[src/design/srcc_pkg.sv]
package srcc_pkg;

  // Command codes of the request channel
  typedef enum logic [2:0] {
    CMD_TICK     = 3'd0,
    CMD_START    = 3'd1,
    CMD_STOP     = 3'd2,
    CMD_PAUSE    = 3'd3,
    CMD_ADD_TIME = 3'd4
  } srcc_cmd_e;

  // Register indexes on the configuration port
  typedef enum logic [2:0] {
    REG_START_PERIOD  = 3'd0,
    REG_TARGET_PERIOD = 3'd1,
    REG_PULSE_WIDTH   = 3'd2,
    REG_SECOND_RELOAD = 3'd3,
    REG_LAMP_ENABLE   = 3'd4
  } srcc_reg_e;

  localparam int unsigned AddrWidth = 5;

  localparam logic [15:0] StartPeriodRst  = 16'd1000;
  localparam logic [15:0] TargetPeriodRst = 16'd26;
  localparam logic [15:0] PulseWidthRst   = 16'd15;
  localparam logic [15:0] SecondReloadRst = 16'd10000;
  localparam logic [15:0] SecondsLeftRst  = 16'd60;
  localparam logic [15:0] AddSeconds      = 16'd60;

  // ceil(2^20 / 20): exact quotient for every 16-bit dividend
  localparam logic [15:0] Recip20 = 16'd52429;

  typedef struct packed {
    logic [15:0] start_period;
    logic [15:0] target_period;
    logic [15:0] pulse_width;
    logic [15:0] second_reload;
    logic        lamp_enable;
  } srcc_cfg_t;

  typedef struct packed {
    logic        step_out;
    logic        drive_enable;
    logic        lamp_on;
    logic [15:0] remaining_seconds;
    logic        ramping;
    logic        finished;
    logic        rejected;
  } srcc_res_t;

  // x / 20 by reciprocal multiplication
  function automatic logic [15:0] div20(logic [15:0] x);
    logic [31:0] prod;
    prod = x * Recip20;
    return {4'd0, prod[31:20]};
  endfunction

endpackage

[src/design/srcc_if.sv]
// Command request channel
interface srcc_cmd_if;
  logic        valid;
  logic        ready;
  logic [2:0]  cmd;
  logic [15:0] duration_seconds;

  modport source (output valid, cmd, duration_seconds, input ready);
  modport sink (input valid, cmd, duration_seconds, output ready);
endinterface

// Status result channel
interface srcc_res_if;
  logic        valid;
  logic        ready;
  logic        step_out;
  logic        drive_enable;
  logic        lamp_on;
  logic [15:0] remaining_seconds;
  logic        ramping;
  logic        finished;
  logic        rejected;

  modport source (output valid, step_out, drive_enable, lamp_on, remaining_seconds,
                  ramping, finished, rejected, input ready);
  modport sink (input valid, step_out, drive_enable, lamp_on, remaining_seconds,
                ramping, finished, rejected, output ready);
endinterface

[src/design/srcc_cfg_regs.sv]
module srcc_cfg_regs (
  input  logic                            clk_i,
  input  logic                            rst_ni,
  input  logic                            psel,
  input  logic                            penable,
  input  logic                            pwrite,
  input  logic [srcc_pkg::AddrWidth-1:0]  paddr,
  input  logic [31:0]                     pwdata,
  output logic [31:0]                     prdata,
  output logic                            pready,
  output srcc_pkg::srcc_cfg_t             cfg_o
);
  import srcc_pkg::*;

  srcc_cfg_t cfg_q;
  logic      wr_en;
  logic [2:0] reg_idx;

  assign pready  = 1'b1;
  assign wr_en   = psel & penable & pwrite;
  assign reg_idx = paddr[AddrWidth-1:2];

  // Register writes
  always_ff @(posedge clk_i or negedge rst_ni) begin
    if (!rst_ni) begin
      cfg_q.start_period  <= StartPeriodRst;
      cfg_q.target_period <= TargetPeriodRst;
      cfg_q.pulse_width   <= PulseWidthRst;
      cfg_q.second_reload <= SecondReloadRst;
      cfg_q.lamp_enable   <= 1'b0;
    end else if (wr_en) begin
      unique case (reg_idx)
        REG_START_PERIOD:  cfg_q.start_period  <= pwdata[15:0];
        REG_TARGET_PERIOD: cfg_q.target_period <= pwdata[15:0];
        REG_PULSE_WIDTH:   cfg_q.pulse_width   <= pwdata[15:0];
        REG_SECOND_RELOAD: cfg_q.second_reload <= pwdata[15:0];
        REG_LAMP_ENABLE:   cfg_q.lamp_enable   <= pwdata[0];
        default: ;
      endcase
    end
  end

  // Read mux
  always_comb begin
    unique case (reg_idx)
      REG_START_PERIOD:  prdata = {16'd0, cfg_q.start_period};
      REG_TARGET_PERIOD: prdata = {16'd0, cfg_q.target_period};
      REG_PULSE_WIDTH:   prdata = {16'd0, cfg_q.pulse_width};
      REG_SECOND_RELOAD: prdata = {16'd0, cfg_q.second_reload};
      REG_LAMP_ENABLE:   prdata = {31'd0, cfg_q.lamp_enable};
      default:           prdata = 32'd0;
    endcase
  end

  assign cfg_o = cfg_q;

endmodule

[src/design/srcc_core.sv]
module srcc_core (
  input  logic                 clk_i,
  input  logic                 rst_ni,
  input  srcc_pkg::srcc_cfg_t  cfg_i,
  input  logic                 in_valid_i,
  output logic                 in_ready_o,
  input  logic [2:0]           cmd_i,
  input  logic [15:0]          duration_seconds_i,
  output logic                 res_valid_o,
  input  logic                 res_ready_i,
  output srcc_pkg::srcc_res_t  res_o
);
  import srcc_pkg::*;

  // Input register
  logic        in_valid_q;
  logic [2:0]  cmd_q;
  logic [15:0] dur_q;

  // Controller state
  logic        running_q, running_d;
  logic        paused_q, paused_d;
  logic        level_q, level_d;
  logic [15:0] period_q, period_d;
  logic [15:0] step_cnt_q, step_cnt_d;
  logic [15:0] sec_cnt_q, sec_cnt_d;
  logic [15:0] secs_q, secs_d;

  // Result register
  logic        res_valid_q;
  srcc_res_t   res_q, res_d;

  logic        out_free;
  logic        fire;
  logic        rejected;
  logic [16:0] secs_sum;

  assign out_free   = ~res_valid_q | res_ready_i;
  assign fire       = in_valid_q & out_free;
  assign in_ready_o = ~in_valid_q | out_free;
  assign secs_sum   = {1'b0, secs_q} + {1'b0, AddSeconds};

  always_ff @(posedge clk_i or negedge rst_ni) begin
    if (!rst_ni) begin
      in_valid_q <= 1'b0;
    end else if (in_ready_o) begin
      in_valid_q <= in_valid_i;
    end
  end

  always_ff @(posedge clk_i) begin
    if (in_ready_o && in_valid_i) begin
      cmd_q <= cmd_i;
      dur_q <= duration_seconds_i;
    end
  end

  // Next state for the command in the input register
  always_comb begin
    running_d  = running_q;
    paused_d   = paused_q;
    level_d    = level_q;
    period_d   = period_q;
    step_cnt_d = step_cnt_q;
    sec_cnt_d  = sec_cnt_q;
    secs_d     = secs_q;
    rejected   = 1'b0;

    unique case (cmd_q)
      CMD_TICK: begin
        if (running_q && !paused_q && secs_q != 16'd0) begin
          if (step_cnt_q == cfg_i.pulse_width) level_d = 1'b1;
          if (step_cnt_q == 16'd0) begin
            level_d = 1'b0;
            if (period_q > cfg_i.target_period) period_d = period_q - div20(period_q);
            step_cnt_d = period_d;
          end else begin
            step_cnt_d = step_cnt_q - 16'd1;
          end
          // seconds only count once the ramp is done
          if (sec_cnt_q == 16'd0) begin
            if (period_d <= cfg_i.target_period) secs_d = secs_q - 16'd1;
            sec_cnt_d = cfg_i.second_reload;
          end else begin
            sec_cnt_d = sec_cnt_q - 16'd1;
          end
        end
      end
      CMD_START: begin
        if (!running_q) begin
          running_d = 1'b1;
          paused_d  = 1'b0;
          secs_d    = dur_q;
        end
      end
      CMD_STOP: begin
        running_d = 1'b0;
        paused_d  = 1'b0;
        period_d  = cfg_i.start_period;
        level_d   = 1'b0;
      end
      CMD_PAUSE: begin
        if (running_q && secs_q != 16'd0) begin
          paused_d = ~paused_q;
          if (!paused_q) begin
            period_d = cfg_i.start_period;
            level_d  = 1'b0;
          end
        end else begin
          rejected = 1'b1;
        end
      end
      CMD_ADD_TIME: begin
        if (running_q) secs_d = secs_sum[16] ? 16'hFFFF : secs_sum[15:0];
      end
      default: ;
    endcase

    // finished run: back to start period, step line low
    if (running_d && !paused_d && secs_d == 16'd0) begin
      period_d = cfg_i.start_period;
      level_d  = 1'b0;
    end

    res_d.step_out          = level_d;
    res_d.drive_enable      = running_d & ~paused_d;
    res_d.lamp_on           = cfg_i.lamp_enable & running_d & ~paused_d & (secs_d != 16'd0);
    res_d.remaining_seconds = secs_d;
    res_d.ramping           = period_d > cfg_i.target_period;
    res_d.finished          = running_d & (secs_d == 16'd0);
    res_d.rejected          = rejected;
  end

  // State registers
  always_ff @(posedge clk_i or negedge rst_ni) begin
    if (!rst_ni) begin
      running_q  <= 1'b0;
      paused_q   <= 1'b0;
      level_q    <= 1'b0;
      period_q   <= StartPeriodRst;
      step_cnt_q <= StartPeriodRst;
      sec_cnt_q  <= SecondReloadRst;
      secs_q     <= SecondsLeftRst;
    end else if (fire) begin
      running_q  <= running_d;
      paused_q   <= paused_d;
      level_q    <= level_d;
      period_q   <= period_d;
      step_cnt_q <= step_cnt_d;
      sec_cnt_q  <= sec_cnt_d;
      secs_q     <= secs_d;
    end
  end

  // Result register
  always_ff @(posedge clk_i or negedge rst_ni) begin
    if (!rst_ni) begin
      res_valid_q <= 1'b0;
    end else if (out_free) begin
      res_valid_q <= in_valid_q;
    end
  end

  always_ff @(posedge clk_i) begin
    if (fire) res_q <= res_d;
  end

  assign res_valid_o = res_valid_q;
  assign res_o       = res_q;

  a_pause_needs_run: assert property (@(posedge clk_i) disable iff (!rst_ni)
    paused_q |-> running_q) else $error("paused while not running");

  a_lamp_needs_drive: assert property (@(posedge clk_i) disable iff (!rst_ni)
    res_valid_q && res_q.lamp_on |-> res_q.drive_enable)
    else $error("lamp on without drive");

  a_finish_drops_step: assert property (@(posedge clk_i) disable iff (!rst_ni)
    res_valid_q && res_q.finished && res_q.drive_enable |-> !res_q.step_out)
    else $error("step line high after finish");

  a_reject_only_pause: assert property (@(posedge clk_i) disable iff (!rst_ni)
    fire && cmd_q != CMD_PAUSE |=> !res_q.rejected)
    else $error("reject flagged on non-pause command");

endmodule

[src/design/stepper_ramp_countdown_controller.sv]
// Stepper pulse generator with acceleration ramp and run timer. Each accepted
// request (tick, start, stop, pause toggle, add sixty seconds) produces one
// status result. The block takes one request per clock cycle while the result
// channel keeps up; an accepted request loads the input register, and the state
// and the result register are loaded from it once the result register is free,
// so the throughput is set only by the result channel's ready. Ramp steps
// shrink the period by period/20 using a 16x16 reciprocal multiply in the
// single update stage. Registers on the APB port (start_period 0x00,
// target_period 0x04, pulse_width 0x08, second_reload 0x0C, lamp_enable 0x10)
// should be written while no request is in flight; writes never disturb the
// running state.
module stepper_ramp_countdown_controller (
  input  logic                            clk_i,
  input  logic                            rst_ni,
  srcc_cmd_if.sink                        cmd_if,
  srcc_res_if.source                      res_if,
  input  logic                            psel,
  input  logic                            penable,
  input  logic                            pwrite,
  input  logic [srcc_pkg::AddrWidth-1:0]  paddr,
  input  logic [31:0]                     pwdata,
  output logic [31:0]                     prdata,
  output logic                            pready
);
  import srcc_pkg::*;

  srcc_cfg_t cfg;
  srcc_res_t res;

  srcc_cfg_regs u_cfg (
    .clk_i   (clk_i),
    .rst_ni  (rst_ni),
    .psel    (psel),
    .penable (penable),
    .pwrite  (pwrite),
    .paddr   (paddr),
    .pwdata  (pwdata),
    .prdata  (prdata),
    .pready  (pready),
    .cfg_o   (cfg)
  );

  srcc_core u_core (
    .clk_i              (clk_i),
    .rst_ni             (rst_ni),
    .cfg_i              (cfg),
    .in_valid_i         (cmd_if.valid),
    .in_ready_o         (cmd_if.ready),
    .cmd_i              (cmd_if.cmd),
    .duration_seconds_i (cmd_if.duration_seconds),
    .res_valid_o        (res_if.valid),
    .res_ready_i        (res_if.ready),
    .res_o              (res)
  );

  assign res_if.step_out          = res.step_out;
  assign res_if.drive_enable      = res.drive_enable;
  assign res_if.lamp_on           = res.lamp_on;
  assign res_if.remaining_seconds = res.remaining_seconds;
  assign res_if.ramping           = res.ramping;
  assign res_if.finished          = res.finished;
  assign res_if.rejected          = res.rejected;

endmodule

[src/flat_wrapper.sv]
// flat-port wrapper written by rule: the top's interface ports become plain ports
module stepper_ramp_countdown_controller_flat import srcc_pkg::*;
  (clk_i, rst_ni, psel, penable, pwrite, paddr, pwdata, prdata, pready, cmd_if_valid, cmd_if_cmd, cmd_if_duration_seconds, cmd_if_ready, res_if_valid, res_if_step_out, res_if_drive_enable, res_if_lamp_on, res_if_remaining_seconds, res_if_ramping, res_if_finished, res_if_rejected, res_if_ready);
  srcc_cmd_if cmd_if_i ();
  srcc_res_if res_if_i ();
  input  logic clk_i;
  input  logic rst_ni;
  input  logic psel;
  input  logic penable;
  input  logic pwrite;
  input  logic [srcc_pkg::AddrWidth-1:0] paddr;
  input  logic [31:0] pwdata;
  output logic [31:0] prdata;
  output logic pready;
  input wire logic [$bits(cmd_if_i.valid)-1:0] cmd_if_valid;
  input wire logic [$bits(cmd_if_i.cmd)-1:0] cmd_if_cmd;
  input wire logic [$bits(cmd_if_i.duration_seconds)-1:0] cmd_if_duration_seconds;
  output wire logic [$bits(cmd_if_i.ready)-1:0] cmd_if_ready;
  output wire logic [$bits(res_if_i.valid)-1:0] res_if_valid;
  output wire logic [$bits(res_if_i.step_out)-1:0] res_if_step_out;
  output wire logic [$bits(res_if_i.drive_enable)-1:0] res_if_drive_enable;
  output wire logic [$bits(res_if_i.lamp_on)-1:0] res_if_lamp_on;
  output wire logic [$bits(res_if_i.remaining_seconds)-1:0] res_if_remaining_seconds;
  output wire logic [$bits(res_if_i.ramping)-1:0] res_if_ramping;
  output wire logic [$bits(res_if_i.finished)-1:0] res_if_finished;
  output wire logic [$bits(res_if_i.rejected)-1:0] res_if_rejected;
  input wire logic [$bits(res_if_i.ready)-1:0] res_if_ready;
  assign cmd_if_i.valid = cmd_if_valid;
  assign cmd_if_i.cmd = cmd_if_cmd;
  assign cmd_if_i.duration_seconds = cmd_if_duration_seconds;
  assign cmd_if_ready = cmd_if_i.ready;
  assign res_if_valid = res_if_i.valid;
  assign res_if_step_out = res_if_i.step_out;
  assign res_if_drive_enable = res_if_i.drive_enable;
  assign res_if_lamp_on = res_if_i.lamp_on;
  assign res_if_remaining_seconds = res_if_i.remaining_seconds;
  assign res_if_ramping = res_if_i.ramping;
  assign res_if_finished = res_if_i.finished;
  assign res_if_rejected = res_if_i.rejected;
  assign res_if_i.ready = res_if_ready;
  stepper_ramp_countdown_controller u_core (.clk_i(clk_i), .rst_ni(rst_ni), .cmd_if(cmd_if_i), .res_if(res_if_i), .psel(psel), .penable(penable), .pwrite(pwrite), .paddr(paddr), .pwdata(pwdata), .prdata(prdata), .pready(pready));
endmodule
[config.mk]
export PLATFORM = sky130hd
export DESIGN_NAME = stepper_ramp_countdown_controller_flat
export DESIGN_NICKNAME = d
export VERILOG_FILES = /design/src/design/srcc_pkg.sv /design/src/design/srcc_if.sv /design/src/design/srcc_cfg_regs.sv /design/src/design/srcc_core.sv /design/src/design/stepper_ramp_countdown_controller.sv /design/src/flat_wrapper.sv
export SDC_FILE = /design/constraint.sdc
export NUM_CORES = 1
export LEC_CHECK = 0
export BUFFER_PORTS_ARGS = -buffer_cell sky130_fd_sc_hd__buf_2
export CAP_MARGIN = 20
export CELL_PAD_IN_SITES_DETAIL_PLACEMENT = 0
export CELL_PAD_IN_SITES_GLOBAL_PLACEMENT = 2
export CORE_UTILIZATION = 43
export CTS_CLUSTER_DIAMETER = 80
export DETAILED_ROUTE_END_ITERATION = 10
export PLACE_DENSITY_LB_ADDON = 0.25
export SKIP_LAST_GASP = 1
export SLEW_MARGIN = 20
export SYNTH_ARGS = -nofsm -noshare
export SYNTH_HDL_FRONTEND = slang
export SYNTH_SLANG_ARGS = --single-unit
export TNS_END_PERCENT = 20
[constraint.sdc]
create_clock -name clk_i -period 23.9 [get_ports clk_i]
set_input_delay 2.39 -clock clk_i [delete_from_list [all_inputs] [get_ports clk_i]]
set_output_delay 2.39 -clock clk_i [all_outputs]
set_load 0.02 [all_outputs]
### After elaboration in Yosys (flattened, before gate mapping)

Cells that the tools add are included.

* input bits: 63
* register bits: 175
* word-level logic and storage cells: 107
* output and inout bits: 57

* multiply operators: 1
* equality and inequality tests: 9
* bitwise gates (word level): 14
* reduce and logical (&&, ||, !) cells: 21
* order comparisons: 3
* mux-type cells: 31
* $add $sub $neg: 5

Operators with widths (count)
* $mux W16: 16
* $pmux W16 S3: 2
* $pmux W16 S5: 1
* $logic_not A16 Y1: 3
* $sub A16 B1 Y16 const B: 3
* $gt A16 B16 Y1: 2
* $mul A16 B16 Y32 const B: 1
* $reduce_bool A16 Y1: 2
* $add A16 B6 Y17 const B: 1
* $eq A16 B16 Y1: 1
* $le A16 B16 Y1: 1
* $sub A16 B12 Y16: 1
* $eq A3 B2 Y1 const B: 4
* $reduce_and A2 Y1: 5
* $mux W1: 9
* $and A1 B1 Y1: 8
* $eq A3 B1 Y1 const B: 2
* $eq A3 B3 Y1 const B: 2
* $logic_and A1 B1 Y1: 6
* $logic_not A3 Y1: 2
* $pmux W1 S3: 2
* $not A1 Y1: 4
* $reduce_and A3 Y1: 1
* $logic_not A1 Y1: 2
* other kinds (2): 3

### Depth between registers and ports, before layout

Gate-level depths: netlist of the first run.

* depth in word-level cells: 15
* gate-level depth with buffers: 61
* depth with buffers taken out: 57

### Hierarchy

A second synthesis of the first run with hierarchy kept.

* cells, all modules: 1776
* area, all modules: 16798.6 sq um

Modules (own cells, without submodules)
* srcc_core: cells an instance 1570, instances 1, sequential area each 2984.1 sq um, area each 13645.6 sq um
* srcc_cfg_regs: cells an instance 206, instances 1, sequential area each 1649.1 sq um, area each 3153.0 sq um

### Worst setup path before layout of the first run

OpenSTA, ideal clock, no wires.

* path type: flip-flop to flip-flop
* start point: register u_core.u_core.period_q[14]
* end point: register u_core.u_core.res_q (netlist bit u_core.u_core.res_o[2]) (data pin)
* slack: 11.582 ns
* library setup time: 0.263 ns
* arrival: 12.055 ns
* period minus slack after synthesis: 12.318 ns
* stages on the path, launching flop included: 56
* data required time: 23.637 ns
* buffers on the path: 5
* cell sequence: dfrtp_1 clkbuf_1 inv_1 ha_1 ha_1 fa_1 fa_1 fa_1 inv_1 fa_1 inv_1 ha_1 a21o_1 a21o_1 a21oi_1 nor2_1 o31ai_1 a31oi_1 [20 not listed] nor4_2 and4_1 buf_2 buf_4 buf_6 o2bb2ai_1 ha_1 nor2b_1 o21a_1 o21a_1 o21a_1 o21a_1 o21a_1 o21a_1 o21ai_0 nand2_1 a21oi_1 o21ai_0

RTL lines
* from (decl): RTL line srcc_core.sv:24 `logic [15:0] period_q, period_d;`
* from (signal assigned): RTL line srcc_core.sv:140 `period_q <= StartPeriodRst;`
* from (signal assigned): RTL line srcc_core.sv:148 `period_q <= period_d;`
* to (signal assigned): RTL line srcc_core.sv:165 `if (fire) res_q <= res_d;`
* to (decl): RTL line srcc_core.sv:31 `srcc_res_t res_q, res_d;`

==> impl_metrics.tcl, run 1 <==
set metrics [dict create \
    status "finished clean" \
    synth_compound_area_share_pct 15.63 \
    synth_cell_types 87 \
    setup_tns_ns 0 \
    worstPathArrival_ns 15.07 \
    ios 120 \
    synthSimpleGateAreaFrac_pct 13.72 \
    wl_mm 49.83 \
    drcViolationCount 0 \
    cts_tree "yes" \
    antenna_found_initial 0 \
    multi_input_area_um2 10980 \
    startpoint_type "flop" \
    cp.required_ns 24.05 \
    num_rows 71 \
    reg2regPathDepth 54 \
    cts.path.max_buffers 2 \
    synthCells 1751 \
    ys.flop_type "dfrtp_1" \
    ys_ff_latch 175 \
    antennaDiodeCount 0 \
    final_cell_mix "197 x ha_1, 183 x inv_1, 141 x nand2_1" \
    port_buffers 84 \
    grt-ovfl-total 0 \
    root_buffer "clkbuf_16" \
    drive_above_1_share_pct 16.50 \
    nets 2133 \
    max_freq_ghz 0.06703 \
    die-width_um 199.0 \
    worstPathMaxFanout 12 \
    critPathMostFrequentCell "o21a_1" \
    yosysSeqAreaShare_pct 27.77 \
    slowest_stage "dfrtp_1" \
    max_slew_margin_pct 34.83 \
    setup_viol 0 \
    rr_endpoint "u_core.u_core.res_o[2]" \
    hold_viol 0 \
    syn2layout_area_growth_pct 8.308 \
    num_vias 13290 \
    hpwlAfterDp_mm 38.29 \
    die_y_um 199.0 \
    vias_per_cell 5.735 \
    cts_buffers 17 \
    htree_num_levels 4 \
    rsz0062_at_grt "false" \
    yosys.area_share.adder_pct 24.37 \
    ys_warn_count 0 \
    cts-resized-gates 0 \
    synth_top_family_by_area "adder cells" \
    routedWlPerCell_um 21.51 \
    hold_start "u_core.u_core.in_valid_q" \
    whs_path_depth 1 \
    clock_skew_ns 0.01687 \
    critPathCaptureType "flop" \
    critPathKind "reg2reg" \
    start_util_pct 43.99 \
    cp-startpoint "u_core.u_core.period_q[13]" \
    r2r_slack_ns 8.98 \
    gp_congestion 0.8936 \
    clk_pin_slew_ns 0.07 \
    finalMaxSlewViolations 0 \
    drt_first_pass_iters 6 \
    clk_latency_ns 0.46 \
    first_iter_violations 1068 \
    syn_avg_cell_area_um2 9.529 \
    fin_crit_ns 14.92 \
    fill_cells 3676 \
    hold_path_class "reg2reg" \
    r2r_start "u_core.u_core.period_q[13]" \
    synth_edf_count 41 \
    grt_max_degree 73 \
    antenna_left 0 \
    synthArstFlopShare_pct 76.57 \
    syn_area_um2 16690 \
    dieArea_um2 39600 \
    grt_usage_pct 26.18 \
    postCtsSetupBuffers 0 \
    fp.coreArea_um2 37930 \
    tightestPinTransition_ns 0.9776 \
    ctsHoldBuffers 0 \
    grt_pass1_vias 12890 \
    synth_mux_area_share_pct 8.676 \
    finalCritPeriodShare_pct 62.42 \
    drv_cap 0 \
    synth_xor_xnor_area_share_pct 2.887 \
    seqCellArea_um2 4633 \
    max_stage_delay_ns 0.75 \
    final_common_cell "ha_1" \
    worstHoldEndpoint "u_core.u_core.res_valid_o" \
    grt_pass1_wl_mm 77.55 \
    cts.sinks 175 \
]
[logic make-up after synthesis]
| group | Yosys count |
|---|---|
| compound gates | 395 |
| xor+xnor | 55 |
| fa+ha+maj | 277 |
| buf+inv | 281 |
| flops | 175 |
| mux | 116 |
| other cells | 2 |
| simple gates | 450 |
[how the worst max path moves through the flow]
| stage | cells after the start | endpoint | slack, ns |
|---|---|---|---|
| floorplan | 55 | u_core.u_core.res_o[2] | 11.58 |
| CTS | 54 | u_core.u_core.res_o[2] | 8.98 |
| global route | 54 | u_core.u_core.res_o[2] | 8.17 |
| global placement | 54 | u_core.u_core.res_o[2] | 9.01 |
| detailed placement | 54 | u_core.u_core.res_o[2] | 9.04 |
| finish | 54 | u_core.u_core.res_o[2] | 8.98 |
[registers in the layout, indices dropped and copies added (netlist names)]
register and cells:
u_core.u_cfg.cfg_o 65, u_core.u_core.res_o 22, u_core.u_core.res_valid_o 1, u_core.u_core.secs_q 16, u_core.u_core.sec_cnt_q 16, u_core.u_core.paused_q 1, u_core.u_core.cmd_q 3, u_core.u_core.dur_q 16
u_core.u_core.in_valid_q 1, u_core.u_core.level_q 1, u_core.u_core.step_cnt_q 16, u_core.u_core.running_q 1, u_core.u_core.period_q 16
[worst max-delay path, delay by kind of cell, from the launching register on]
kind | cells | cell delay (ns)
flops | 1 | 0.75
mux | 1 | 0.45
xor+xnor | 2 | 0.63
fa+ha+maj | 10 | 3.90
simple gates | 16 | 3.85
compound gates | 21 | 4.48
buf+inv | 4 | 0.55
[cells in the mapped netlist, types with 8 or more instances]
cell	instances	area (um2)
a211oi_1	10	75.07
a21o_1	22	165.2
a21oi_1	102	510.5
a22oi_1	9	67.56
a31oi_1	9	56.30
a32oi_1	8	70.07
and2_1	24	150.1
buf_1	11	41.29
buf_2	11	55.05
buf_4	18	135.1
clkbuf_1	55	206.5
dfrtp_1	95	2377
dfstp_2	39	1025
edfxtp_1	41	1231
fa_1	80	1602
ha_1	197	2465
inv_1	184	690.7
mux2_2	79	889.6
mux2i_1	22	220.2
mux4_2	15	337.8
nand2_1	141	529.3
nand3_1	29	145.1
nand4_1	26	162.7
nor2_1	89	334.1
nor2b_1	13	81.33
nor3_1	41	205.2
nor4_1	20	125.1
o211ai_1	12	90.09
o21a_1	13	97.59
o21ai_0	90	450.4
o22a_1	8	70.07
o22ai_1	13	81.33
o31ai_1	18	135.1
or3_1	17	106.4
xnor2_1	28	245.2
xor2_1	27	236.5
[routing by layer]
metal	global-route usage, %	routed length [um]	vias to the layer above
met5	0	0	-
met4	6.268	753	0
met3	3.544	2147	42
met2	42.32	23350	344
met1	36.91	23580	6569
li1	-	-	6332
[stage by stage]
stage	setup WS [ns]	cell area [um2]	hold slack [ns]	cells	utilization [%]
3_5_place_dp	9.036	17520	0.4770	2285	46.18
2_1_floorplan	11.58	16740	0.4489	1766	-
3_3_place_gp	9.005	17520	0.4703	2285	46.18
6_report	8.982	18070	0.4936	2317	47.64
4_1_cts	8.983	18060	0.4960	2317	47.61
5_1_grt	8.173	18070	0.5169	2317	47.64
[final cells by class]
type	count	share of cell area, %
clock buffer	22	2.569
clock inverter	10	0.4362
inverter	184	3.822
multi-input combinational	1310	60.77
sequential	175	25.64
tap	511	3.538
timing repair buffer	105	3.233
Power of run 1 is left out: the tool's default activity adds up to more than one toggle a clock period on the data nets, which glitch-free logic cannot reach.
==> run 2: changes to the inputs <==
--- a/config.mk
+++ b/config.mk
@@ -9,7 +9,7 @@
 export CAP_MARGIN = 20
 export CELL_PAD_IN_SITES_DETAIL_PLACEMENT = 0
 export CELL_PAD_IN_SITES_GLOBAL_PLACEMENT = 2
-export CORE_UTILIZATION = 43
+export CORE_UTILIZATION = 36
 export CTS_CLUSTER_DIAMETER = 80
 export DETAILED_ROUTE_END_ITERATION = 10
 export PLACE_DENSITY_LB_ADDON = 0.25
==> constraint.sdc (replaced) <==
create_clock -name clk_i -period 13.4 [get_ports clk_i]
set_input_delay 1.34 -clock clk_i [delete_from_list [all_inputs] [get_ports clk_i]]
set_output_delay 1.34 -clock clk_i [all_outputs]
set_load 0.02 [all_outputs]
==> impl_metrics.tcl, run 2 (synthesis results as in run 1) <==
set metrics [dict create \
    startpoint_type "flop" \
    antenna_left 0 \
    fp.coreArea_um2 45580 \
    final_common_cell "ha_1" \
    crit_family "adder cells" \
    clock_skew_ns 0.01711 \
    grt_max_degree 76 \
    critPathMostFrequentCell "o21a_1" \
    ctsHoldBuffers 0 \
    drcViolationCount 0 \
    root_buffer "clkbuf_16" \
    critPathBufInv 11 \
    hpwlAfterDp_mm 42.19 \
    setup_viol 0 \
    hold_viol 0 \
    fin_crit_ns 12.66 \
    tightestPinTransition_ns 0.9949 \
    grt_pass1_wl_mm 82.61 \
    first_iter_violations 793 \
    port_buffers 84 \
    drive_above_1_share_pct 20.83 \
    cts_buffers 17 \
    final_cells 2477 \
    final_cell_mix "196 x ha_1, 183 x inv_1, 141 x nand2_1" \
    wl_mm 53.17 \
    antenna_found_initial 3 \
    grt-ovfl-total 0 \
    gp_congestion 0.8930 \
    start_util_pct 36.61 \
    die-width_um 217.3 \
    setup_tns_ns 0 \
    num_rows 78 \
    nets 2204 \
    clk_pin_slew_ns 0.08 \
    max_slew_margin_pct 33.49 \
    largest_register_ffs 65 \
    status "finished clean" \
    multi_input_area_um2 11080 \
    slowest_stage "fa_1" \
    dieArea_um2 47210 \
    whs_ns 0.4895 \
    htree_num_levels 4 \
    placed_cells 2443 \
    die_y_um 217.3 \
    num_vias 13620 \
    worstPathMaxFanout 6 \
    ios 120 \
    fill_cells 4559 \
    finalMaxSlewViolations 0 \
    worstPathArrival_ns 12.88 \
    grt_usage_pct 23.19 \
    critPathCaptureType "flop" \
    antennaDiodeCount 0 \
    dp_slack_ns 0.4365 \
    max_stage_delay_ns 0.52 \
    drt_first_pass_iters 5 \
    critPathKind "reg2reg" \
    seqCellArea_um2 4637 \
    routedWlPerCell_um 21.47 \
    cts_tree "yes" \
    cp.required_ns 13.61 \
    finalCritPeriodShare_pct 94.49 \
    drv_cap 0 \
    vias_per_cell 5.498 \
    syn2layout_area_growth_pct 13.21 \
    clk_latency_ns 0.47 \
    worst_slack_ns 0.7382 \
    max_freq_ghz 0.07898 \
    cts.path.max_buffers 2 \
    grt_pass1_vias 13620 \
    hold_path_class "reg2reg" \
    cts.sinks 175 \
]
-- run 2: changes by cell type in the layout (fill, tap and decap cells not counted), sizes merged --
cell and change:
bufinv +1, clkbuf -3, buf +71, clkinvlp +1, clkinv +1
-- run 2: worst register-to-register path: cells and delay by family, from the launching register on --
family	cells	cell delay, ns
adders and majority gates	11	4.05
muxes	1	0.31
and+or+nand+nor	11	2.10
DFF	1	0.49
buffers and inverters	11	1.31
xor gates and xnor gates	2	0.28
AOI/OAI and AO/OA	25	3.87
-- run 2: repair_timing --
item	in CTS	in global routing
gates resized for setup	0	26
hold endpoints to repair	0	0
endpoints found under the setup margin	0	1
buffers inserted	0	2
-- run 2: worst paths after layout --
kind                                           endpoint                  startpoint  cells past startpoint  slack (ns)
min in group asynchronous       u_core.u_core.secs_q[0]                      rst_ni                      1        0.95
worst max register to register   u_core.u_core.res_o[2]  u_core.u_core.period_q[11]                     61        0.74
worst min-delay path              u_core.u_core.level_q       u_core.u_core.level_q                      2        0.49
max in group asynchronous        u_core.u_cfg.cfg_o[25]                      rst_ni                      2       11.12
worst min register to register    u_core.u_core.level_q       u_core.u_core.level_q                      2        0.49
worst max-delay path             u_core.u_core.res_o[2]  u_core.u_core.period_q[11]                     61        0.74
-- run 2: final cells by class --
cell class | instances | area share (%)
inverters | 184 | 3.656
well taps | 600 | 3.974
clock buffers | 19 | 2.457
flip-flops and latches | 175 | 24.55
repair buffers | 176 | 5.954
clock inverters | 13 | 0.7484
multi-input cells | 1310 | 58.66
-- run 2: per-layer routing --
metal,up-vias,part of all wire (%),routed length [um],global-route usage [%]
li1,6480,-,-,-
met1,6738,47,25140,32.39
met2,338,45,23970,36.53
met3,62,4.9,2584,3.774
met4,0,2.8,1476,7.230
met5,-,0,0,0
-- run 2: per-stage QoR --
stage / utilization (%) / area (um2)
global placement: 39.80 / 18140
global route: 41.45 / 18890
floorplan: - / 16740
CTS: 41.16 / 18760
detailed placement: 39.83 / 18150
finish: 41.45 / 18890
Power of run 2 is left out for the same reason.
